==> src/rtl/snf_pkg.sv <==
// Shared constants, types and helpers for the FAT short-name formatter.
package snf_pkg;

    localparam int unsigned NAME_LEN  = 11;
    localparam int unsigned BASE_LEN  = 8;
    localparam int unsigned SLOT_W    = 4;
    localparam int unsigned CNT_W     = 4;

    localparam logic [7:0] NUL_CHAR   = 8'h00;
    localparam logic [7:0] DOT_CHAR   = 8'h2E;
    localparam logic [7:0] SPACE_CHAR = 8'h20;
    localparam logic [7:0] LOWER_A    = 8'h61;
    localparam logic [7:0] LOWER_Z    = 8'h7A;
    localparam logic [7:0] CASE_DIFF  = 8'h20;

    localparam logic [SLOT_W-1:0] BASE_SLOT = SLOT_W'(BASE_LEN);
    localparam logic [SLOT_W-1:0] END_SLOT  = SLOT_W'(NAME_LEN);
    localparam logic [CNT_W-1:0]  LAST_CNT  = CNT_W'(NAME_LEN - 1);

    typedef logic [NAME_LEN-1:0][7:0] name_t;

    // Finished name handed from the builder to the output stage
    typedef struct packed {
        logic  valid;
        logic  ok;
        name_t bytes;
    } snf_load_t;

    function automatic logic [7:0] upcase(input logic [7:0] c);
        logic [7:0] r;
        r = c;
        if (c inside {[LOWER_A:LOWER_Z]}) begin
            r = c - CASE_DIFF;
        end
        return r;
    endfunction

endpackage

==> src/rtl/snf_input.sv <==
// Input register stage: holds one character until the builder takes it.
module snf_input
    import snf_pkg::*;
(
    input  logic       aclk,
    input  logic       aresetn,
    input  logic       s_axis_tvalid,
    output logic       s_axis_tready,
    input  logic [7:0] s_axis_tdata,
    output logic       in_valid,
    output logic [7:0] in_char,
    input  logic       in_take
);

    logic       valid_reg, valid_next;
    logic [7:0] char_reg, char_next;
    logic       load;

    assign s_axis_tready = !valid_reg || in_take;
    assign load          = s_axis_tvalid && s_axis_tready;

    always_comb begin
        valid_next = valid_reg;
        char_next  = char_reg;
        if (load) begin
            valid_next = 1'b1;
            char_next  = s_axis_tdata;
        end else if (in_take) begin
            valid_next = 1'b0;
        end
    end

    always_ff @(posedge aclk) begin
        if (!aresetn) begin
            valid_reg <= 1'b0;
        end else begin
            valid_reg <= valid_next;
        end
        char_reg <= char_next;
    end

    assign in_valid = valid_reg;
    assign in_char  = char_reg;

endmodule

==> src/rtl/snf_builder.sv <==
// Name builder: upper-cases characters into the 11-byte buffer and tracks rejection.
module snf_builder
    import snf_pkg::*;
(
    input  logic      aclk,
    input  logic      aresetn,
    input  logic      in_valid,
    input  logic [7:0] in_char,
    output logic      in_take,
    input  logic      emit_free,
    output snf_load_t load
);

    name_t             buf_reg, buf_next;
    logic [SLOT_W-1:0] slot_reg, slot_next;
    logic              ext_reg, ext_next;
    logic              rej_reg, rej_next;
    logic              is_nul;

    assign is_nul  = (in_char == NUL_CHAR);
    // a terminator waits until the output stage can take the whole name
    assign in_take = in_valid && (!is_nul || emit_free);

    assign load.valid = in_take && is_nul;
    assign load.ok    = !rej_reg;
    assign load.bytes = buf_reg;

    always_comb begin
        buf_next  = buf_reg;
        slot_next = slot_reg;
        ext_next  = ext_reg;
        rej_next  = rej_reg;
        if (in_take) begin
            if (is_nul) begin
                buf_next  = {NAME_LEN{SPACE_CHAR}};
                slot_next = '0;
                ext_next  = 1'b0;
                rej_next  = 1'b0;
            end else if (!rej_reg) begin
                if (in_char == DOT_CHAR) begin
                    if (ext_reg) begin
                        rej_next = 1'b1;
                    end else begin
                        ext_next  = 1'b1;
                        slot_next = BASE_SLOT;
                    end
                end else if (slot_reg >= END_SLOT || (slot_reg >= BASE_SLOT && !ext_reg)) begin
                    rej_next = 1'b1;
                end else begin
                    for (int i = 0; i < NAME_LEN; i++) begin
                        if (slot_reg == SLOT_W'(i)) begin
                            buf_next[i] = upcase(in_char);
                        end
                    end
                    slot_next = slot_reg + 1'b1;
                end
            end
        end
    end

    always_ff @(posedge aclk) begin
        if (!aresetn) begin
            buf_reg  <= {NAME_LEN{SPACE_CHAR}};
            slot_reg <= '0;
            ext_reg  <= 1'b0;
            rej_reg  <= 1'b0;
        end else begin
            buf_reg  <= buf_next;
            slot_reg <= slot_next;
            ext_reg  <= ext_next;
            rej_reg  <= rej_next;
        end
    end

`ifndef ASSERT_OFF
    a_slot_range: assert property (@(posedge aclk) disable iff (!aresetn)
        slot_reg <= END_SLOT)
        else $error("write slot past end of name");

    a_rej_sticky: assert property (@(posedge aclk) disable iff (!aresetn)
        rej_reg && !load.valid |=> rej_reg)
        else $error("rejection cleared before terminator");

    a_base_slot: assert property (@(posedge aclk) disable iff (!aresetn)
        !ext_reg |-> slot_reg <= BASE_SLOT)
        else $error("base name overran slot 8");
`endif

endmodule

==> src/rtl/snf_emitter.sv <==
// Output stage: shifts a finished name out one byte per beat.
module snf_emitter
    import snf_pkg::*;
(
    input  logic       aclk,
    input  logic       aresetn,
    input  snf_load_t  load,
    output logic       emit_free,
    output logic       m_axis_tvalid,
    input  logic       m_axis_tready,
    output logic [7:0] m_axis_tdata,
    output logic       m_axis_tuser,
    output logic       m_axis_tlast
);

    name_t            buf_reg, buf_next;
    logic             ok_reg, ok_next;
    logic             busy_reg, busy_next;
    logic [CNT_W-1:0] cnt_reg, cnt_next;
    logic             beat, last;

    assign last      = (cnt_reg == LAST_CNT);
    assign beat      = busy_reg && m_axis_tready;
    assign emit_free = !busy_reg || (beat && last);

    always_comb begin
        buf_next  = buf_reg;
        ok_next   = ok_reg;
        busy_next = busy_reg;
        cnt_next  = cnt_reg;
        if (load.valid) begin
            buf_next  = load.bytes;
            ok_next   = load.ok;
            busy_next = 1'b1;
            cnt_next  = '0;
        end else if (beat) begin
            buf_next = {SPACE_CHAR, buf_reg[NAME_LEN-1:1]};
            cnt_next = cnt_reg + 1'b1;
            if (last) begin
                busy_next = 1'b0;
            end
        end
    end

    always_ff @(posedge aclk) begin
        if (!aresetn) begin
            busy_reg <= 1'b0;
            cnt_reg  <= '0;
        end else begin
            busy_reg <= busy_next;
            cnt_reg  <= cnt_next;
        end
        buf_reg <= buf_next;
        ok_reg  <= ok_next;
    end

    assign m_axis_tvalid = busy_reg;
    assign m_axis_tdata  = buf_reg[0];
    assign m_axis_tuser  = ok_reg;
    assign m_axis_tlast  = last;

`ifndef ASSERT_OFF
    a_load_free: assert property (@(posedge aclk) disable iff (!aresetn)
        load.valid |-> emit_free)
        else $error("name loaded while previous burst still draining");

    a_cnt_range: assert property (@(posedge aclk) disable iff (!aresetn)
        busy_reg |-> cnt_reg <= LAST_CNT)
        else $error("byte counter past last slot");

    a_burst_end: assert property (@(posedge aclk) disable iff (!aresetn)
        beat && last && !load.valid |=> !busy_reg)
        else $error("output stayed busy after last byte");

    a_ok_hold: assert property (@(posedge aclk) disable iff (!aresetn)
        busy_reg && !load.valid |=> $stable(ok_reg))
        else $error("status flag changed inside a burst");
`endif

endmodule

==> src/rtl/short_name_formatter_top.sv <==
// A character is registered on accept and applied to the name buffer when the builder takes it.
// A terminating zero is loaded into the output stage once it is free, starting its 11-byte burst; bytes leave
// at one per cycle when m_axis_tready is high. Throughput: one character per cycle;
// a terminator stalls only while the previous burst is still draining.
// Reset (aresetn low, synchronous): buffer to spaces, slot/flags cleared, no output.
module short_name_formatter_top
    import snf_pkg::*;
(
    input  logic       aclk,
    input  logic       aresetn,
    input  logic       s_axis_tvalid,
    output logic       s_axis_tready,
    input  logic [7:0] s_axis_tdata,   // [7:0] char_in
    output logic       m_axis_tvalid,
    input  logic       m_axis_tready,
    output logic [7:0] m_axis_tdata,   // [7:0] name_byte
    output logic       m_axis_tuser,   // [0] name_ok
    output logic       m_axis_tlast
);

    logic       in_valid;
    logic [7:0] in_char;
    logic       in_take;
    logic       emit_free;
    snf_load_t  load;

    snf_input u_input (
        .aclk          (aclk),
        .aresetn       (aresetn),
        .s_axis_tvalid (s_axis_tvalid),
        .s_axis_tready (s_axis_tready),
        .s_axis_tdata  (s_axis_tdata),
        .in_valid      (in_valid),
        .in_char       (in_char),
        .in_take       (in_take)
    );

    snf_builder u_builder (
        .aclk      (aclk),
        .aresetn   (aresetn),
        .in_valid  (in_valid),
        .in_char   (in_char),
        .in_take   (in_take),
        .emit_free (emit_free),
        .load      (load)
    );

    snf_emitter u_emitter (
        .aclk          (aclk),
        .aresetn       (aresetn),
        .load          (load),
        .emit_free     (emit_free),
        .m_axis_tvalid (m_axis_tvalid),
        .m_axis_tready (m_axis_tready),
        .m_axis_tdata  (m_axis_tdata),
        .m_axis_tuser  (m_axis_tuser),
        .m_axis_tlast  (m_axis_tlast)
    );

endmodule
==> config.mk <==
export PLATFORM = sky130hd
export DESIGN_NAME = short_name_formatter_top
export DESIGN_NICKNAME = d
export VERILOG_FILES = /design/src/rtl/snf_pkg.sv /design/src/rtl/snf_input.sv /design/src/rtl/snf_builder.sv /design/src/rtl/snf_emitter.sv /design/src/rtl/short_name_formatter_top.sv
export SDC_FILE = /design/constraint.sdc
export NUM_CORES = 1
export LEC_CHECK = 0
export BUFFER_PORTS_ARGS = -buffer_cell sky130_fd_sc_hd__buf_2
export CAP_MARGIN = 40
export CORE_MARGIN = 2
export CORE_UTILIZATION = 30
export DETAILED_ROUTE_END_ITERATION = 7
export PLACE_DENSITY = 0.48
export RECOVER_POWER = 50
export SLEW_MARGIN = 25
export SYNTH_ARGS = -nofsm -noshare
export SYNTH_HDL_FRONTEND = slang
export SYNTH_SLANG_ARGS = --single-unit
==> constraint.sdc <==
create_clock -name aclk -period 3.1 [get_ports aclk]
set_input_delay 0.62 -clock aclk [delete_from_list [all_inputs] [get_ports aclk]]
set_output_delay 0.62 -clock aclk [all_outputs]
set_load 0.05 [all_outputs]
# Yosys cells after proc, flatten, opt, wreduce, memory -nomap -nowiden
# Cells that the tools add are included.
# totals
memories,0
rom_bits,0
inputBits,12
regBits,197
latchBits,0
ram_bits,0
elab_cells,139
# classes
n_eq_ne,17
div_mod_pow,0
multipliers,0
add_sub_neg,3
n_lt_le_gt_ge,4
bitwise,1
mux,36
n_reduce_logical,48
n_shift,0
# op_table
op,n
88-bit two-way mux,6
8-bit two-way mux,12
5-bit AND reduction,11
2-bit nonzero test,15
4-bit two-way mux,5
"4-bit by 3-bit equality test with 1-bit output, second input constant",4
"4-bit equality test, second input constant",4
1-bit two-way mux,13
"4-bit by 1-bit adder with 4-bit output, second input constant",2
"4-bit by 2-bit equality test with 1-bit output, second input constant",2
"8-bit by 6-bit equality test with 1-bit output, second input constant",1
"4-bit >= comparator, second input constant",2
"8-bit by 7-bit >= comparator with 1-bit output, second input constant",1
"8-bit by 7-bit less-or-equal comparator with 1-bit output, second input constant",1
8-bit zero test,1
"8-bit by 6-bit subtractor with 8-bit output, second input constant",1
1-bit logical AND,7
1-bit zero test,5
"4-bit by 1-bit equality test with 1-bit output, second input constant",1
4-bit zero test,1
1-bit logical OR,4
"2-bit by 1-bit inequality test with 1-bit output, second input constant",2
4-bit AND reduction,1
"3-bit by 1-bit inequality test with 1-bit output, second input constant",1
other kinds (6),6

# Depth between registers and ports, before layout
# Gate-level depths: netlist (run 1).
# depth
ltp_word,8
depth_mapped,9

# Cells and area by module
# Synthesis (run 1) repeated with hierarchy kept, for this count alone.
# hier_totals
cells_unflattened,609
area_unflattened_um2,8305.5
# modules_own_cells
module,cells_each,n_inst,area_per_inst_um2
snf_builder,373,1,4022.6
snf_emitter,223,1,3985.1
snf_input,13,1,297.8

# Worst setup path after synthesis (run 1)
# OpenSTA, ideal clock, no wires.
# synth_path
kind,flip-flop to flip-flop
start,"register u_input.char_reg[5], in the netlist u_input.in_char[5]"
end,"register u_emitter.buf_reg[10] (netlist name), enable pin"
t_required_ns,2.691
stages_incl_launch_ff,6
setup_slack_ns,0.350
setup_time_ns,0.409
n_path_buf,1
period_less_slack_ns,2.750
arrival_time_ns,2.342
cell_sequence,edfxtp_1 > clkbuf_1 > nor4_1 > o2111ai_1 > inv_2 > or2_2
# synth_via
elab_chain_cells,6
# synth_rtl
item,line_no,text
"start, declared",snf_input.sv:16,"logic [7:0] char_reg, char_next;"
"start signal, assigned",snf_input.sv:39,char_reg <= char_next;
8-bit zero test *,snf_builder.sv:20,assign is_nul = (in_char == NUL_CHAR);
1-bit zero test,snf_builder.sv:22,assign in_take = in_valid && (!is_nul || emit_free);
1-bit logical OR,snf_builder.sv:22,
1-bit logical AND,snf_builder.sv:22,
1-bit logical AND *,snf_builder.sv:24,assign load.valid = in_take && is_nul;
2-bit nonzero test (no line) *,n/a,
"end signal, assigned",snf_emitter.sv:53,buf_reg <= buf_next;
"end, declared",snf_emitter.sv:16,"name_t buf_reg, buf_next;"
# Mark *: on every way between the ends. The rest lies on a longest branch, timed or not.
# A chain may end at the register's enable or synchronous reset.

# Worst setup path in the final report (run 1)
# layout_path
start,"register u_input.char_reg[2], in the netlist u_input.in_char[2]"
end,output s_axis_tready
# layout_via
elab_chain_cells,5
# layout_rtl
item,line_no,text
8-bit zero test,snf_builder.sv:20,
1-bit zero test,snf_builder.sv:22,
1-bit logical OR,snf_builder.sv:22,
1-bit logical AND,snf_builder.sv:22,
1-bit logical OR,snf_input.sv:19,assign s_axis_tready = !valid_reg || in_take;
"end, declared",short_name_formatter_top.sv:12,"output logic s_axis_tready,"
# Every way passes these cells.

==> results.yml, run 1 <==
clock_network:
  clock_sinks: 197
  numCtsBuffers: 17
  cts.path.max_buffers: 2
  cts-hold-fix-buffers: 0
  skew_pair_late_insertion_delay_ns: 0.44
  tritoncts: "done"
  cts_root_buf: "sky130_fd_sc_hd__clkbuf_16"
  htree_num_levels: 4
  worst_setup_hold_path_clk_slew_ns: 0.08
die:
  floorplan.io_pins: 24
  dieWidth_um: 172
  design.die.area_um2: 29500
  row_count: 61
  coreArea_um2: 27700
  initial_utilization_pct: 30.4
  die_h_um: 172
critical_path:
  rr_worst_depth: 6
  timing.critical_path.to_type: "primary output"
  cells_along_the_critical_path: "or4_4 > nor4_1 > buf_4 > nand2_1 > buf_2"
  crit_path_max_fanout: 14
  r2r_slack_ns: 0.30
  setup.worst_path.end: "s_axis_tready"
  criticalPathCategory: "register to primary output"
  cp_data_arrival_time_ns: 2.29
  critical_path.reg2reg.endpoint: "u_emitter.buf_reg[54]$_DFFE_PP_"
  crit_required_ns: 2.48
  setup_crit_start_kind: "register"
  critical_path.reg2reg.startpoint: "u_input.in_char[0]$_DFFE_PP_"
  crit_path_top_delay_cell: "sky130_fd_sc_hd__or4_4"
  crit_start: "u_input.in_char[2]$_DFFE_PP_"
  peak_per_stage_delay_on_the_critical_path_ns: 0.66
sta:
  fin_skew_ns: 0.0114
  timing.final.hold_violations: 0
  achievable-frequency_mhz: 343
  timing.final.setup_violations: 0
  number_of_pins_with_negative_max_slew_slack_in_the_final_report: 0
  fin_tns_setup_ns: 0
  setup_repair_after_global_routing_missed_its_margin: "false"
  timing.final.crit_share_pct: 94.0
  post-route-min-period_ns: 2.91
  max-slew-margin-rel_pct: 25.3
  worst_slew_pin_slew_ns: 1.12
yosys:
  synth.cell_area_um2: 8430
  synthCells: 818
  synth_edf_count: 97
  netlist_top_cells_area: "sky130_fd_sc_hd__edfxtp_1 (35%), sky130_fd_sc_hd__dfxtp_1 (24%), sky130_fd_sc_hd__nand2_1 (12%)"
  synth_nets: 837
  yosysSeqAreaShare_pct: 58.3
  synthArstFlopShare_pct: 0
  synth_cell_type_count: 58
  avgSynthCellArea_um2: 10.3
  synthDominantAreaCellType: "sky130_fd_sc_hd__edfxtp_1"
  synth_top_area_share_pct: 34.6
  most_used_flip_flop_cell_after_synthesis: "sky130_fd_sc_hd__dfxtp_1"
  synth.yosys.warnings: 0
  ys_seq_elements: 197
layout:
  area_delta_synth_final_pct: 13.7
  fin_util_pct: 34.6
  layout.cells.most_common: "sky130_fd_sc_hd__nand2_1"
  finish.net_count: 850
  most-common-layout-cells: "sky130_fd_sc_hd__nand2_1 (266), sky130_fd_sc_hd__dfxtp_1 (100), sky130_fd_sc_hd__edfxtp_1 (97)"
  antennaDiodeCount: 0
  final_cells: 1222
  post-route-cell-area_um2: 9580
  layout_cells_sized_above_1_pct: 10.8
  largest_reg_flops: 88
global_routing:
  grt_max_degree: 83
  grt_overflow: 0
  grt_pass1_vias: 5498
  grt_pass1_wl_um: 31200
  initial_antenna_violation_count: 0
  grtUsageTotal_pct: 14.0
place:
  dpl-instance-area_um2: 9060
  dp.final_hpwl_um: 11500
  placedCellCount: 1190
  finalWeightedCongestion: 0.745
  numPortBuffers: 23
outcome:
  status: "finished, final reports clean"
worst_hold_path:
  min-delay-path-class: "primary input to register"
detailed_routing:
  antenna_violating_nets_post_route: 0
  detail_route.vias_per_cell: 4.56
  detailroute.via_count: 5573
  detail_route.wirelength_um: 19300
  wl_per_cell_um: 15.8
  drc: 0
  drt_first_pass_iters: 4
  detail_route.iter0.violations: 408
power:
  p_leak_nw: 3.37
  powerDensity_nw_per_um2: 543
  worst_ir_drop_vdd_mv: 0.373
job:
  cap_viol_max_count: 0
[logic make-up after synthesis]
logic type,count (synthesis),share of synthesized area [%]
AO/OA/AOI/OAI,90,8.19
adder cells (fa/ha/maj),7,1.04
AND/OR/NAND/NOR,387,20.6
flip-flops,197,58.3
multiplexers,66,7.85
buffers and inverters,67,3.64
XOR/XNOR,4,0.416
[metrics by stage]
stage / total power, mW / setup WS, ns / hold WS (ns)
2_1_floorplan: 2.94 / 0.350 / 0.435
3_3_place_gp: 3.04 / 0.401 / 0.443
3_5_place_dp: 3.05 / 0.405 / 0.451
4_1_cts: 5.27 / 0.104 / 0.335
5_1_grt: 5.39 / 0.0384 / 0.340
6_report: 5.20 / 0.186 / 0.356
[how the worst min path moves through the flow]
stage / cells past startpoint / startpoint / end / slack, ns
2_1_floorplan: 2 / u_builder.load[14]$_SDFFE_PN0P_ / u_builder.load[14]$_SDFFE_PN0P_ / 0.43
3_5_place_dp: 2 / u_builder.load[38]$_SDFFE_PN0P_ / u_builder.load[38]$_SDFFE_PN0P_ / 0.45
4_1_cts: 1 / s_axis_tdata[1] / u_input.in_char[1]$_DFFE_PP_ / 0.33
6_report: 1 / s_axis_tdata[1] / u_input.in_char[1]$_DFFE_PP_ / 0.36
5_1_grt: 1 / s_axis_tdata[4] / u_input.in_char[4]$_DFFE_PP_ / 0.34
3_3_place_gp: 2 / u_builder.load[62]$_SDFFE_PN0P_ / u_builder.load[62]$_SDFFE_PN0P_ / 0.44
[synthesized netlist by cell type (8+ instances only)]
library cell / count
sky130_fd_sc_hd__nand2_1: 266
sky130_fd_sc_hd__dfxtp_1: 100
sky130_fd_sc_hd__edfxtp_1: 97
sky130_fd_sc_hd__mux2i_1: 65
sky130_fd_sc_hd__nor2b_1: 55
sky130_fd_sc_hd__clkbuf_1: 40
sky130_fd_sc_hd__nand3_1: 24
sky130_fd_sc_hd__a21oi_2: 11
sky130_fd_sc_hd__a21oi_1: 10
sky130_fd_sc_hd__nor2_1: 10
sky130_fd_sc_hd__o21ai_0: 10
sky130_fd_sc_hd__a21boi_0: 9
sky130_fd_sc_hd__buf_4: 9
sky130_fd_sc_hd__inv_1: 9
sky130_fd_sc_hd__o311ai_0: 9
sky130_fd_sc_hd__a21boi_1: 8
sky130_fd_sc_hd__and3_1: 8
sky130_fd_sc_hd__o21ai_1: 8
[layout make-up]
| type | count | area [µm²] |
|---|---|---|
| Tap cell | 378 | 473 |
| Clock buffer | 17 | 425 |
| Fill cell | 2829 | 18100 |
| Inverter | 10 | 37.5 |
| Clock inverter | 15 | 160 |
| Sequential cell | 197 | 4910 |
| Multi-Input combinational cell | 554 | 3240 |
| Timing Repair Buffer | 51 | 337 |
[metal layers]
layer / share of wire (%) / GRT usage, % / up-vias
met5: 0 / 0 / -
met3: 3.7 / 2.95 / 13
li1: - / - / 2820
met4: 1.1 / 4.02 / 0
met1: 49 / 19.3 / 2665
met2: 46 / 22.0 / 75
[where the power goes]
group | switching, mW | total (mW) | internal (mW)
clock | 1.07 | 2.22 | 1.15
sequential | 0.0204 | 2.75 | 2.73
combinational | 0.154 | 0.233 | 0.0784
total | 1.25 | 5.20 | 3.95
[what timing repair did]
| action | in CTS | in global routing |
|---|---|---|
| buffers inserted | 0 | 0 |
| resized for setup | 0 | 1 |
| endpoints found under the setup margin | 0 | 1 |
[worst max-delay path: cells and delay by family, from the launching register on]
family | cells | cell delay [ns]
simple gates | 3 | 1.02
flops | 1 | 0.45
buf+inv | 2 | 0.39
Note: power is estimated with default switching activity, not from simulation.
==> run 2, diff against run 1 <==
==> constraint.sdc (replaced) <==
create_clock -name aclk -period 3.1 [get_ports aclk]
set_input_delay 0.155 -clock aclk [delete_from_list [all_inputs] [get_ports aclk]]
set_output_delay 0.155 -clock aclk [all_outputs]
set_load 0.05 [all_outputs]
==> results.yml, run 2 (synthesis results as in run 1) <==
layout:
  antennaDiodeCount: 0
  layout_cells_sized_above_1_pct: 10.8
  area_delta_synth_final_pct: 15.0
  layout.cells.most_common: "sky130_fd_sc_hd__nand2_1"
  fillCellCount: 2826
  post-route-cell-area_um2: 9690
  most-common-layout-cells: "sky130_fd_sc_hd__nand2_1 (266), sky130_fd_sc_hd__dfxtp_1 (100), sky130_fd_sc_hd__edfxtp_1 (97)"
  finish.net_count: 864
  largest_reg_flops: 88
clock_network:
  skew_pair_late_insertion_delay_ns: 0.44
  tritoncts: "done"
  clock_sinks: 197
  cts.path.max_buffers: 2
  numCtsBuffers: 17
  cts_root_buf: "sky130_fd_sc_hd__clkbuf_16"
  htree_num_levels: 4
  worst_setup_hold_path_clk_slew_ns: 0.08
  cts.repair_timing.setup_buffer_count: 0
critical_path:
  timing.critical_path.to_type: "primary output"
  path_buf_inv: 3
  setup_crit_start_kind: "register"
  crit_path_max_fanout: 13
  criticalPathCategory: "register to primary output"
  cp_data_arrival_time_ns: 2.59
  r2r_slack_ns: 0.37
  peak_per_stage_delay_on_the_critical_path_ns: 0.52
  critical_path.top_delay_family: "simple AND/OR/NAND/NOR gates"
  crit_path_top_delay_cell: "sky130_fd_sc_hd__or3_1"
  cp_common_cell: "sky130_fd_sc_hd__clkbuf_1"
  cells_along_the_critical_path: "or3_1 > clkbuf_1 > nor4_1 > clkbuf_1 > nand2_1 > buf_2"
  crit_required_ns: 2.94
die:
  row_count: 61
  dieWidth_um: 172
  coreArea_um2: 27700
  design.die.area_um2: 29500
  floorplan.io_pins: 24
  die_h_um: 172
  initial_utilization_pct: 30.4
sta:
  post-route-min-period_ns: 2.74
  setup_repair_after_global_routing_missed_its_margin: "false"
  number_of_pins_with_negative_max_slew_slack_in_the_final_report: 0
  timing.final.crit_share_pct: 88.5
  achievable-frequency_mhz: 365
  fin_skew_ns: 0.0134
  worst_slew_pin_slew_ns: 0.901
  timing.final.hold_violations: 0
  fin_tns_setup_ns: 0
  max-slew-margin-rel_pct: 39.9
  timing.final.setup_violations: 0
power:
  worst_ir_drop_vdd_mv: 0.332
  powerDensity_nw_per_um2: 541
  p_leak_nw: 3.43
global_routing:
  grtUsageTotal_pct: 13.8
  grt_pass1_vias: 5550
  grt_pass1_wl_um: 31000
  initial_antenna_violation_count: 0
  grt_overflow: 0
  grt_max_degree: 55
detailed_routing:
  antenna_violating_nets_post_route: 0
  drt_first_pass_iters: 6
  detailroute.via_count: 5666
  wl_per_cell_um: 15.7
  detail_route.wirelength_um: 19400
  detail_route.iter0.violations: 375
  drc: 0
  detail_route.vias_per_cell: 4.58
place:
  dpl-instance-area_um2: 9080
  finalWeightedCongestion: 0.744
  dp.final_hpwl_um: 11500
  numPortBuffers: 23
job:
  cap_viol_max_count: 0
outcome:
  status: "finished, final reports clean"
worst_hold_path:
  min-delay-path-class: "primary input to register"
==> run 2: cell types whose count changed in the layout (fill, tap and decap cells not counted), sizes merged <==
cell,change
clkinv,+1
dlygate4sd3,+9
inv,-3
bufinv,+1
clkbuf,+1
clkinvlp,+1
buf,+4
==> run 2: layout make-up <==
| type | instances | area [µm²] | area share, % |
|---|---|---|---|
| multi-input cells | 554 | 3210 | 33.1 |
| repair buffers | 65 | 457 | 4.71 |
| clock buffers | 17 | 425 | 4.39 |
| clock inverters | 15 | 173 | 1.78 |
| well taps | 378 | 473 | 4.88 |
| inverters | 10 | 37.5 | 0.387 |
| flip-flops and latches | 197 | 4910 | 50.7 |
==> run 2: through the flow <==
step                      hold WS, ns  setup WS (ns)  instances  power (mW)  utilization [%]
after floorplan                 0.254          0.350        818        2.94                -
after global placement          0.333          0.480       1192        3.04             32.6
after detailed placement        0.334          0.421       1195        3.04             32.8
after CTS                       0.226          0.398       1236        5.30             35.2
after global routing            0.287          0.155       1236        5.42             35.0
final                           0.241          0.357       1236        5.25             35.0
==> run 2: tightest hold or removal path, stage by stage <==
cell and delay, ns:
sky130_fd_sc_hd__buf_2 0.09, sky130_fd_sc_hd__and2_1 0.27, sky130_fd_sc_hd__a211oi_1 0.11
==> run 2: report_power, final <==
part	switching [mW]	internal [mW]	leakage, nW
clock	1.05	1.21	0.291
combinational	0.147	0.0818	1.50
sequential	0.0275	2.73	1.65
==> run 2: worst paths after layout <==
path,startpoint,end,depth (start not counted)
max,u_input.in_char[0]$_DFFE_PP_,s_axis_tready,6
min,m_axis_tready,u_emitter.cnt_reg[1]$_SDFFE_PP0P_,3
max reg2reg,u_input.in_char[0]$_DFFE_PP_,u_builder.load[13]$_SDFFE_PN1P_,7
min reg2reg,u_builder.load[22]$_SDFFE_PN0P_,u_builder.load[22]$_SDFFE_PN0P_,2
==> run 2: layer usage <==
layer | GRT usage (%) | vias to the layer above | share of wire (%)
met3 | 2.53 | 12 | 2.3
li1 | - | 2841 | -
met5 | 0 | - | 0
met2 | 22.7 | 65 | 48
met4 | 3.98 | 0 | 1.1
met1 | 18.6 | 2748 | 49
==> run 2: timing repair <==
item                       4_1_cts  5_1_grt
hold endpoints to repair         9        0
setup endpoints to repair        0        0
hold buffers                     9        0
resized for setup                0        0
==> run 3, diff against run 2 <==
--- a/constraint.sdc
+++ b/constraint.sdc
@@ -3,2 +3,2 @@
 set_output_delay 0.155 -clock aclk [all_outputs]
-set_load 0.05 [all_outputs]
+set_load 0.005 [all_outputs]
==> results.yml, run 3 (synthesis results as in run 1) <==
power:
  switchingPower_mw: 1.18
  p_leak_nw: 3.42
  comb_power_share_pct: 4.4
  powerDensity_nw_per_um2: 538
  power_frac_clock_pct: 42.5
  switching_share_pct: 22.7
  post-layout-total-power_mw: 5.19
  worst_ir_drop_vdd_mv: 0.345
  p_int_mw: 4.01
  share_seq_of_total_power_pct: 53.1
detailed_routing:
  detail_route.wirelength_um: 19400
  drt_first_pass_iters: 4
  wl_per_cell_um: 15.7
  drc: 0
  antenna_violating_nets_post_route: 0
  detail_route.iter0.violations: 415
  detail_route.vias_per_cell: 4.61
  detailroute.via_count: 5673
layout:
  fillCellCount: 2803
  finish.net_count: 859
  layout_cells_sized_above_1_pct: 10.8
  layout.cells.most_common: "sky130_fd_sc_hd__nand2_1"
  antennaDiodeCount: 0
  largest_reg_flops: 88
  seq_area_um2: 4910
  area_delta_synth_final_pct: 14.6
  area_used_by_multi_input_combinational_logic_um2: 3210
  most-common-layout-cells: "sky130_fd_sc_hd__nand2_1 (266), sky130_fd_sc_hd__dfxtp_1 (100), sky130_fd_sc_hd__edfxtp_1 (97)"
  fin_util_pct: 34.9
die:
  coreArea_um2: 27700
  dieWidth_um: 172
  design.die.area_um2: 29500
  initial_utilization_pct: 30.4
  row_count: 61
  die_h_um: 172
  floorplan.io_pins: 24
job:
  cap_viol_max_count: 0
sta:
  worst_slew_pin_slew_ns: 1.03
  fin_skew_ns: 0.0120
  timing.final.crit_share_pct: 87.8
  post-route-min-period_ns: 2.72
  achievable-frequency_mhz: 368
  setup_repair_after_global_routing_missed_its_margin: "false"
  number_of_pins_with_negative_max_slew_slack_in_the_final_report: 0
  timing.final.hold_violations: 0
  max-slew-margin-rel_pct: 31.5
  timing.final.setup_violations: 0
  fin_tns_setup_ns: 0
clock_network:
  cts.path.max_buffers: 2
  cts.repair_timing.setup_buffer_count: 0
  numCtsBuffers: 17
  cts_root_buf: "sky130_fd_sc_hd__clkbuf_16"
  skew_pair_late_insertion_delay_ns: 0.42
  cts_resized: 0
  htree_num_levels: 4
  tritoncts: "done"
  clock_sinks: 197
  worst_setup_hold_path_clk_slew_ns: 0.07
global_routing:
  initial_antenna_violation_count: 0
  grt_pass1_vias: 5787
  grt_overflow: 0
  grt_max_degree: 83
  grt_pass1_wl_um: 31600
  grtUsageTotal_pct: 13.9
place:
  dp.final_hpwl_um: 11500
  finalWeightedCongestion: 0.754
  numPortBuffers: 23
critical_path:
  timing.critical_path.to_type: "register"
  criticalPathCategory: "register to register"
  crit_required_ns: 3.26
  cp_data_arrival_time_ns: 2.88
  crit_path_max_fanout: 81
  setup_crit_start_kind: "register"
worst_hold_path:
  min-delay-path-class: "primary input to register"
outcome:
  status: "finished, final reports clean"
-- run 3: worst paths after layout --
kind	from	to	slack [ns]	cells past startpoint
max	u_emitter.cnt_reg[0]$_SDFFE_PP0P_	u_emitter.buf_reg[73]$_DFFE_PP_	0.38	8
max reg2reg	u_emitter.cnt_reg[0]$_SDFFE_PP0P_	u_emitter.buf_reg[73]$_DFFE_PP_	0.38	8
min reg2reg	u_builder.load[22]$_SDFFE_PN0P_	u_builder.load[22]$_SDFFE_PN0P_	0.46	2
min	m_axis_tready	u_emitter.cnt_reg[1]$_SDFFE_PP0P_	0.21	3
-- run 3: final cells by class --
| class | count | area share (%) |
|---|---|---|
| well taps | 378 | 4.90 |
| multi-input cells | 554 | 33.2 |
| inverters | 10 | 0.389 |
| clock buffers | 18 | 4.44 |
| repair buffers | 60 | 4.62 |
| clock inverters | 14 | 1.54 |
| flip-flops and latches | 197 | 50.9 |
-- run 3: stage by stage --
stage          setup WS [ns]  hold slack, ns  area [µm²]  instances
2_1_floorplan          0.350           0.254        8430        818
3_3_place_gp           0.486           0.333        9030       1188
3_5_place_dp           0.511           0.334        9050       1190
4_1_cts                0.411           0.213        9720       1231
5_1_grt                0.164           0.265        9660       1231
6_report               0.379           0.214        9660       1231
-- run 3: power groups by stage --
stage	clock network (mW)	logic, mW	registers [mW]
after global placement	0	0.223	2.82
final	2.21	0.230	2.76
after detailed placement	0	0.226	2.82
after CTS	2.27	0.234	2.76
after floorplan	0	0.137	2.80
after global routing	2.38	0.251	2.76
-- run 3: critical path, stage by stage, from the launching register on --
cell                        delay (ns)
sky130_fd_sc_hd__dfxtp_1          0.40
sky130_fd_sc_hd__inv_1            0.06
sky130_fd_sc_hd__ha_1             0.22
sky130_fd_sc_hd__and4b_1          0.25
sky130_fd_sc_hd__o2111ai_1        0.49
sky130_fd_sc_hd__inv_2            0.06
sky130_fd_sc_hd__clkbuf_4         0.55
sky130_fd_sc_hd__nand2_1          0.23
sky130_fd_sc_hd__nand2_1          0.11
-- run 3: what timing repair did --
item / in CTS / in global routing
setup endpoints to repair: 0 / 0
hold endpoints to repair: 9 / 0
hold buffers: 9 / 0
-- run 3: metal layers --
metal  routed length [µm]  up-vias  track usage, %  part of all wire [%]
met1                 9310     2757            18.1                    48
met5                    0        -               0                     0
li1                     -     2839               -                     -
met2                 9210       64            23.4                    48
met4                  256        0            3.87                   1.3
met3                  588       13            2.99                   3.0
